`src/design/mcb_pkg.sv`:
```
// Package for the box filter mip chain unit.
// Holds shared types, sizes and codes; depends on nothing.
package mcb_pkg;

	localparam int NLEV = 9;
	localparam int LVW  = 4;
	localparam int CHW  = 8;
	localparam int SUMW = 10;
	localparam int NCH  = 4;

	localparam logic [1:0] REG_WIDTH   = 2'd0;
	localparam logic [1:0] REG_HEIGHT  = 2'd1;
	localparam logic [1:0] REG_CHANNEL = 2'd2;
	localparam logic [1:0] REG_MIP     = 2'd3;

	typedef enum logic [1:0] {
		ST_IDLE,
		ST_EMIT,
		ST_CALC
	} seq_state_t;

	typedef struct packed {
		logic       use_hold;
		logic       use_row;
		logic [1:0] shift;
	} lane_ctl_t;

endpackage

```
`src/design/mcb_lane.sv`:
```
// One channel lane of the mip chain unit: column pair sum and mean of up to 2x2 pixels.
// Depends on mcb_pkg.
module mcb_lane (
	input  logic [mcb_pkg::CHW-1:0]  pix,
	input  logic [mcb_pkg::CHW-1:0]  hold,
	input  logic [mcb_pkg::SUMW-1:0] row,
	input  logic [mcb_pkg::SUMW-1:0] hsum_in,
	input  mcb_pkg::lane_ctl_t       ctl,
	output logic [mcb_pkg::SUMW-1:0] hsum,
	output logic [mcb_pkg::CHW-1:0]  mean
);
	logic [mcb_pkg::SUMW-1:0] total;

	always_comb begin
		hsum = ctl.use_hold ? mcb_pkg::SUMW'(hold) + mcb_pkg::SUMW'(pix)
			: mcb_pkg::SUMW'(pix);
		total = (ctl.use_row ? row : '0) + hsum_in;
		mean = mcb_pkg::CHW'(total >> ctl.shift);
	end
endmodule

```
`config.mk`:
```
export PLATFORM = sky130hd
export DESIGN_NAME = mcb_lane
export DESIGN_NICKNAME = d
export VERILOG_FILES = /design/src/design/mcb_pkg.sv /design/src/design/mcb_lane.sv
export SDC_FILE = /design/constraint.sdc
export NUM_CORES = 1
export LEC_CHECK = 0
export BUFFER_PORTS_ARGS = -buffer_cell sky130_fd_sc_hd__buf_2
export CORE_AREA = 2 2 65 67
export DETAILED_ROUTE_END_ITERATION = 6
export DIE_AREA = 0 0 67 69
export PLACE_DENSITY = 0.65
export SETUP_SLACK_MARGIN = 0.5
export SLEW_MARGIN = 10
export SYNTH_ARGS = -nofsm -noshare
export SYNTH_HDL_FRONTEND = slang
export SYNTH_SLANG_ARGS = --single-unit
export TNS_END_PERCENT = 20
```
`constraint.sdc`:
```
create_clock -name vclk -period 4.39
set_clock_uncertainty 0.2 [all_clocks]
set_input_delay 0.2195 -clock vclk [all_inputs]
set_output_delay 0.2195 -clock vclk [all_outputs]
set_load 0.1 [all_outputs]
```
==> results by group, run 1 <==
Run status
  • Outcome: finished, final reports clean

Hold path
  • WHS Endpoint: hsum[2]
  • HP Class: input pin to primary output
  • Min-delay src: pix[2]
  • Hold Crit Depth: 4

Place
  • I/O Buffers: 57
  • Hpwl dp: 2400 um
  • RePlAce Congestion: 0.862

Route
  • Total number of vias: 1242
  • ANT nets after route: 0
  • Vias per cell: 4.97
  • Routed WL: between 2000 and 3000 um
  • DRT Pass-1 Iters: 4
  • Drt initial violations: 34
  • Residual DRC: 0
  • Drt wl/cell: 11.0 um

STA
  • Final Hold Viols: 0
  • Setup violations, final: 0
  • Post-layout minimum cycle time: 3.26 ns
  • RSZ-0062 raised after global routing: no
  • Max-slew violation count: 0
  • Setup TNS: 0 ns
  • Fmax: 0.307 GHz
  • Final period util: 74.3%

Floorplanning
  • Top Ports: 58
  • Std-Cell Rows: 23
  • Chip height: 69 um
  • Initial Util: 28.7%
  • Die ar.: 4620 sq um
  • Core Region: approximately 3900 sq um
  • DIE WIDTH: around 67 um

Logic synthesis
  • Avg Inst Size Synth: 7.58 sq um
  • Top post-synthesis cells by area: ha_1 (19%), xnor2_1 (8.6%), a21oi_1 (8.0%), mux2i_1 (7.1%), mux2_2 (6.0%)
  • Share of Yosys cell area claimed by the top area cell type: roughly a fifth
  • Register area share after synthesis: 0%
  • Synth area leader: ha_1
  • Distinct cells, synth: 39
  • Post-Synthesis Cell Area: 1120 sq um
  • Synth warnings: 0
  • Cells after Synth: ~150
  • Net Count, Synth: 207

Cells and area
  • Clkbuf count: 0
  • Final net count: between 200 and 300
  • Final design utilization: 37.1%
  • Seq Cell Count: 0
  • Layout cells sized above 1: 34.0%
  • Layout area overhead: 29.4%
  • ANT cells: 0
  • Register area: 0 sq um

Clock tree
  • Gates resized, CTS repair: 0
  • Post-CTS Hold Buffers: 0
  • Setup Buffers After CTS: 0

GRT
  • Largest net degree at the start of global routing: 18
  • Vias in the first global route: approximately 1100
  • Overflow after GRT: 0
  • Global Route Usage Sum: 11.9%
  • Initial antenna violation count: 0
  • Wire length of the first global-routing pass: 4690 um

Setup path
  • CP max FO: 10
  • CP endpoint kind: primary output
  • Req. time, crit path: 3.97 ns
  • CP Data Arrival Time: 2.84 ns
  • Critical path type: input pin to primary output
  • CP startpoint kind: input pin

Power and ir drop
  • Internal Power: 0.000100 W
  • Psw: 0.000287 W
  • Switching fraction of total power: 74.2%
  • Pwr dens: approximately 270 nW/um^2
  • Combinational power share: between 90% and 100%
  • Total power: 0.000387 W
  • Leakage: 0.737 nW
  • Power share of the clock group: 0%
  • VDD IR max: 0.178 mV
  • Flop pwr share: 0%

Run
  • Max-cap violations: 0
==> power groups by stage <==
stage	Clock, W	Sequential, W	Combinational (W)
5_1_grt	0	0	0.000414
4_1_cts	0	0	0.000390
2_1_floorplan	0	0	0.000324
6_report	0	0	0.000387
3_3_place_gp	0	0	0.000386
3_5_place_dp	0	0	0.000388
==> kinds of logic after synthesis <==
kind of cell | count (synthesis) | synth area share [%]
adder cells (fa/ha/maj) | 19 | 22.5
other | 1 | 0.334
AO/OA/AOI/OAI | 53 | 32.2
multiplexers | 14 | 13.2
buffers and inverters | 14 | 5.02
XOR/XNOR | 13 | 10.1
AND/OR/NAND/NOR | 34 | 16.6
==> layout make-up <==
| type | count | area (sq um) |
|---|---|---|
| Multi-Input combinational cell | 134 | 1070 |
| Timing Repair Buffer | 57 | 285 |
| Inverter | 9 | 33.8 |
| Tap cell | 50 | 62.6 |
| Fill cell | 439 | 2460 |
==> cells in the mapped netlist (2+ instances only) <==
cell type and instances:
a211oi_1 2, a211oi_2 2, a21o_1 5, a21oi_1 18, and2_1 9, clkbuf_1 3, fa_1 2, ha_1 17
inv_1 9, mux2_2 6, mux2i_1 8, nand2_1 5, nand3b_1 2, nand4_1 2, nor2_1 7, nor2b_1 2
nor3_1 2, o2111ai_1 2, o211ai_1 2, o21a_1 3, o21ai_0 7, o21bai_1 3, o31ai_1 2, or3_1 2
xnor2_1 11, xor2_1 2
==> worst max-delay path, stage by stage <==
cell and delay, ns:
buf_2 0.15, and2_1 0.15, ha_1 0.21, fa_1 0.40
a21o_1 0.18, a211o_2 0.37, a211oi_2 0.25, o21ai_0 0.14
xnor2_1 0.15, o31ai_2 0.17, buf_2 0.45
==> cell usage in the layout (no fill, tap or decap), drive strengths merged, types with 4 or more instances in the layout <==
master,n
a211oi,4
a21o,5
a21oi,18
and2,9
buf,57
ha,17
inv,9
mux2,6
mux2i,8
nand2,5
nor2,7
o21ai,8
xnor2,11
==> through the flow <==
stage | cells | hold WS (ns) | instance area [sq um] | setup slack, ns
6_report | 250 | 0.750 | 1450 | 1.13
3_3_place_gp | 250 | 0.746 | 1450 | 1.13
4_1_cts | 250 | 0.753 | 1450 | 1.12
2_1_floorplan | 148 | 0.669 | 1130 | 0.466
3_5_place_dp | 250 | 0.753 | 1450 | 1.12
5_1_grt | 250 | 0.801 | 1450 | 0.999
==> metal layers <==
layer,global-route usage [%],wire length (um),up-vias
met3,0.489,186,0
met1,15.8,1250,539
met4,0,0,0
li1,-,-,660
met2,22.2,1320,43
met5,0,0,-
==> worst max path at each step <==
stage | from | endpoint
global placement | ctl[2] | mean[7]
CTS | ctl[2] | mean[7]
detailed placement | ctl[2] | mean[7]
global route | ctl[2] | mean[7]
finish | ctl[2] | mean[7]
floorplan | row[0] | mean[3]
(Power assumes the default switching activity.)
==> inputs of run 2 (changes only) <==
--- a/config.mk
+++ b/config.mk
@@ -5,11 +5,12 @@
 export SDC_FILE = /design/constraint.sdc
 export NUM_CORES = 1
 export LEC_CHECK = 0
+export ABC_AREA = 1
 export BUFFER_PORTS_ARGS = -buffer_cell sky130_fd_sc_hd__buf_2
-export CORE_AREA = 2 2 65 67
+export CORE_AREA = 2 2 67 69
 export DETAILED_ROUTE_END_ITERATION = 6
-export DIE_AREA = 0 0 67 69
-export PLACE_DENSITY = 0.65
+export DIE_AREA = 0 0 69 71
+export PLACE_DENSITY = 0.66
 export SETUP_SLACK_MARGIN = 0.5
 export SLEW_MARGIN = 10
 export SYNTH_ARGS = -nofsm -noshare
==> constraint.sdc (replaced) <==
create_clock -name vclk -period 2.75
set_clock_uncertainty 0.2 [all_clocks]
set_input_delay 0.1375 -clock vclk [all_inputs]
set_output_delay 0.1375 -clock vclk [all_outputs]
set_load 0.1 [all_outputs]
==> run 2 against run 1 <==
  * Wire length rose by 17%
  * Area after synthesis rose by 6.4%
  * Clock-buffer cell count did not move
  * First-iteration DRC count fell by 24%
  * Core utilization rose by 3.1 points
  * Flip-flop and latch count did not move
  * Combinational power rose by 59%
  * Critical path depth rose by 5
  * Sequential share of layout area did not move
  * Via count rose by 23%
  * Final area rose by 16%
  * Critical path type unchanged
  * Highest routed layer unchanged
==> results by group, run 2 <==
Run status
  • Outcome: finished, final reports clean

GRT
  • Global Route Usage Sum: 13.0% (+1.0 points)
  • Wire length of the first global-routing pass: 5640 um (+20%)
  • Largest net degree at the start of global routing: 12 (-6)
  • Vias in the first global route: 1421 (+26%)
  • Overflow after GRT: 0 (unchanged)
  • Initial antenna violation count: 0 (unchanged)

Cells and area
  • Final net count: 343 (+31%)
  • Seq Cell Count: 0 (unchanged)
  • Cell area after layout: 1690 sq um (+16%)
  • Layout cells sized above 1: 27.7% (-6.3 points)
  • Final design utilization: 40.2% (+3.1 points)
  • Clkbuf count: 0 (unchanged)
  • ANT cells: 0 (unchanged)
  • Register area: 0 sq um (unchanged)
  • Highest-count cells in the layout ignoring fill and taps: nand2_1 (82), buf_2 (47), inv_1 (36)
  • Layout area overhead: 41.7%
  • Most common cell after layout, fill and taps aside: nand2_1

Floorplanning
  • Std-Cell Rows: 24 (+4.3%)
  • Core Region: 4200 sq um (+7.4%)
  • DIE WIDTH: 69 um (+3.0%)
  • Top Ports: 58 (unchanged)
  • Initial Util: 28.4% (-0.28 points)
  • Chip height: 71 um (+2.9%)
  • Die ar.: 4900 sq um (+6.0%)

Logic synthesis
  • Avg Inst Size Synth: 5.19 sq um (-32%)
  • Synth area leader: nand2_1
  • Synth warnings: 0 (unchanged)
  • Share of Yosys cell area claimed by the top area cell type: 28.0% (+9.0 points)
  • Synth top cells by count: nand2_1 (89), nand3_1 (40), inv_1 (36), ha_1 (17)
  • Most common cell in the netlist: nand2_1
  • Distinct cells, synth: 24 (-38%)
  • Cells after Synth: 230 (+55%)
  • Top post-synthesis cells by area: nand2_1 (28%), ha_1 (18%), nand3_1 (17%), inv_1 (11%), a21oi_1 (3.4%)
  • Net Count, Synth: 289 (+40%)
  • Post-Synthesis Cell Area: 1190 sq um (+6.4%)
  • Register area share after synthesis: 0% (unchanged)

Power and ir drop
  • Leakage: 1.06 nW (+43%)
  • Pwr dens: 364 nW/um^2 (+36%)
  • VDD IR max: 0.358 mV (+100%)

STA
  • Setup violations, final: 0 (unchanged)
  • Post-layout minimum cycle time: 2.14 ns
  • Final Hold Viols: 0 (unchanged)
  • RSZ-0062 raised after global routing: yes
  • Final period util: 77.8%
  • Max-slew violation count: 0 (unchanged)
  • Setup ws final: 0.609 ns (-0.521 ns)
  • Fmax: 0.467 GHz

Route
  • Drt initial violations: 26 (-24%)
  • Residual DRC: 0 (unchanged)
  • ANT nets after route: 0 (unchanged)
  • Total number of vias: 1528 (+23%)
  • Vias per cell: 4.57 (-7.9%)
  • Drt wl/cell: 9.71 um (-12%)
  • Routed WL: 3240 um (+17%)
  • DRT Pass-1 Iters: 4 (unchanged)

Clock tree
  • Post-CTS Hold Buffers: 0 (unchanged)

Place
  • Dpl ws: 0.310 ns (-0.808 ns)
  • Area after DPL: 1540 sq um (+6.2%)
  • Hpwl dp: 2730 um (+14%)
  • RePlAce Congestion: 0.806 (-6.6%)
  • I/O Buffers: 57 (unchanged)

Run
  • Max-cap violations: 0 (unchanged)

Setup path
  • Critical path type: input pin to primary output
  • CP startpoint kind: input pin
  • CP Data Arrival Time: 1.80 ns (-1.04 ns)
  • Req. time, crit path: 2.41 ns (-1.56 ns)
  • CP endpoint kind: primary output
  • CP max FO: 10 (unchanged)

Hold path
  • HP Class: input pin to primary output
[run 2: cell count changes in the layout (fill, tap and decap cells not counted), moves of 10 or more]
cell | before | now
inv_1 | 9 | 36
buf_2 | 57 | 47
nand2_1 | 5 | 82
nand3_2 | 0 | 10
a21oi_1 | 18 | 8
nand3_1 | 0 | 31
[run 2: cell families after synthesis]
kind of cell | synth area share [%]
AOI/OAI and AO/OA | 8.60
xor gates and xnor gates | 3.67
adders and majority gates | 21.2
buffers and inverters | 14.5
other | 0.314
and+or+nand+nor | 51.8
[run 2: what timing repair did]
item                       4_1_cts  5_1_grt
buffers inserted                 0        0
setup endpoints to repair        8        9
pin swaps                        0        5
resized for setup                5       36
hold endpoints to repair         0        0
[run 2: through the flow]
stage	instances	setup TNS, ns	hold WS (ns)	total power [W]
6_report	334	0	0.555	0.000615
5_1_grt	334	0	0.595	0.000666
4_1_cts	334	0	0.558	0.000572
3_5_place_dp	334	0	0.558	0.000562
3_3_place_gp	334	0	0.551	0.000560
2_1_floorplan	230	-0.00132	0.433	0.000457
[run 2: worst paths after layout]
path / depth (start not counted) / slack [ns] / end / start
max: 16 / 0.61 / mean[6] / ctl[2]
min: 4 / 0.56 / hsum[0] / pix[0]
[run 2: where the power goes]
group	switching, W	internal [W]	leakage (nW)
Combinational	0.000438	0.000177	1.06
Sequential	0	0	0
Clock	0	0	0
Total	0.000438	0.000177	1.06
[run 2: layer usage]
layer  up-vias  track usage, %  wire, um
met3         0            1.28       170
li1        842               -         -
met4         0           0.218         0
met1       643            15.3      1360
met5         -               0         0
met2        43            26.5      1710
[run 2: layout make-up]
cell class	count	area (sq um)
fill	463	2510
inverter	37	139
multi-input combinational	188	1120
timing repair buffer	57	372
tap	52	65.1
[run 2: worst max-delay path, stage by stage]
cell and delay, ns:
buf_6 0.12, nand2_1 0.05, inv_1 0.06, ha_4 0.17, fa_2 0.43, nand2_2 0.07
nand2_1 0.06, nand3_2 0.09, nand2_2 0.06, nand2_2 0.10, nand3_2 0.07, nand2_1 0.06
inv_1 0.04, nand2_1 0.06, nand2_2 0.07, buf_12 0.16
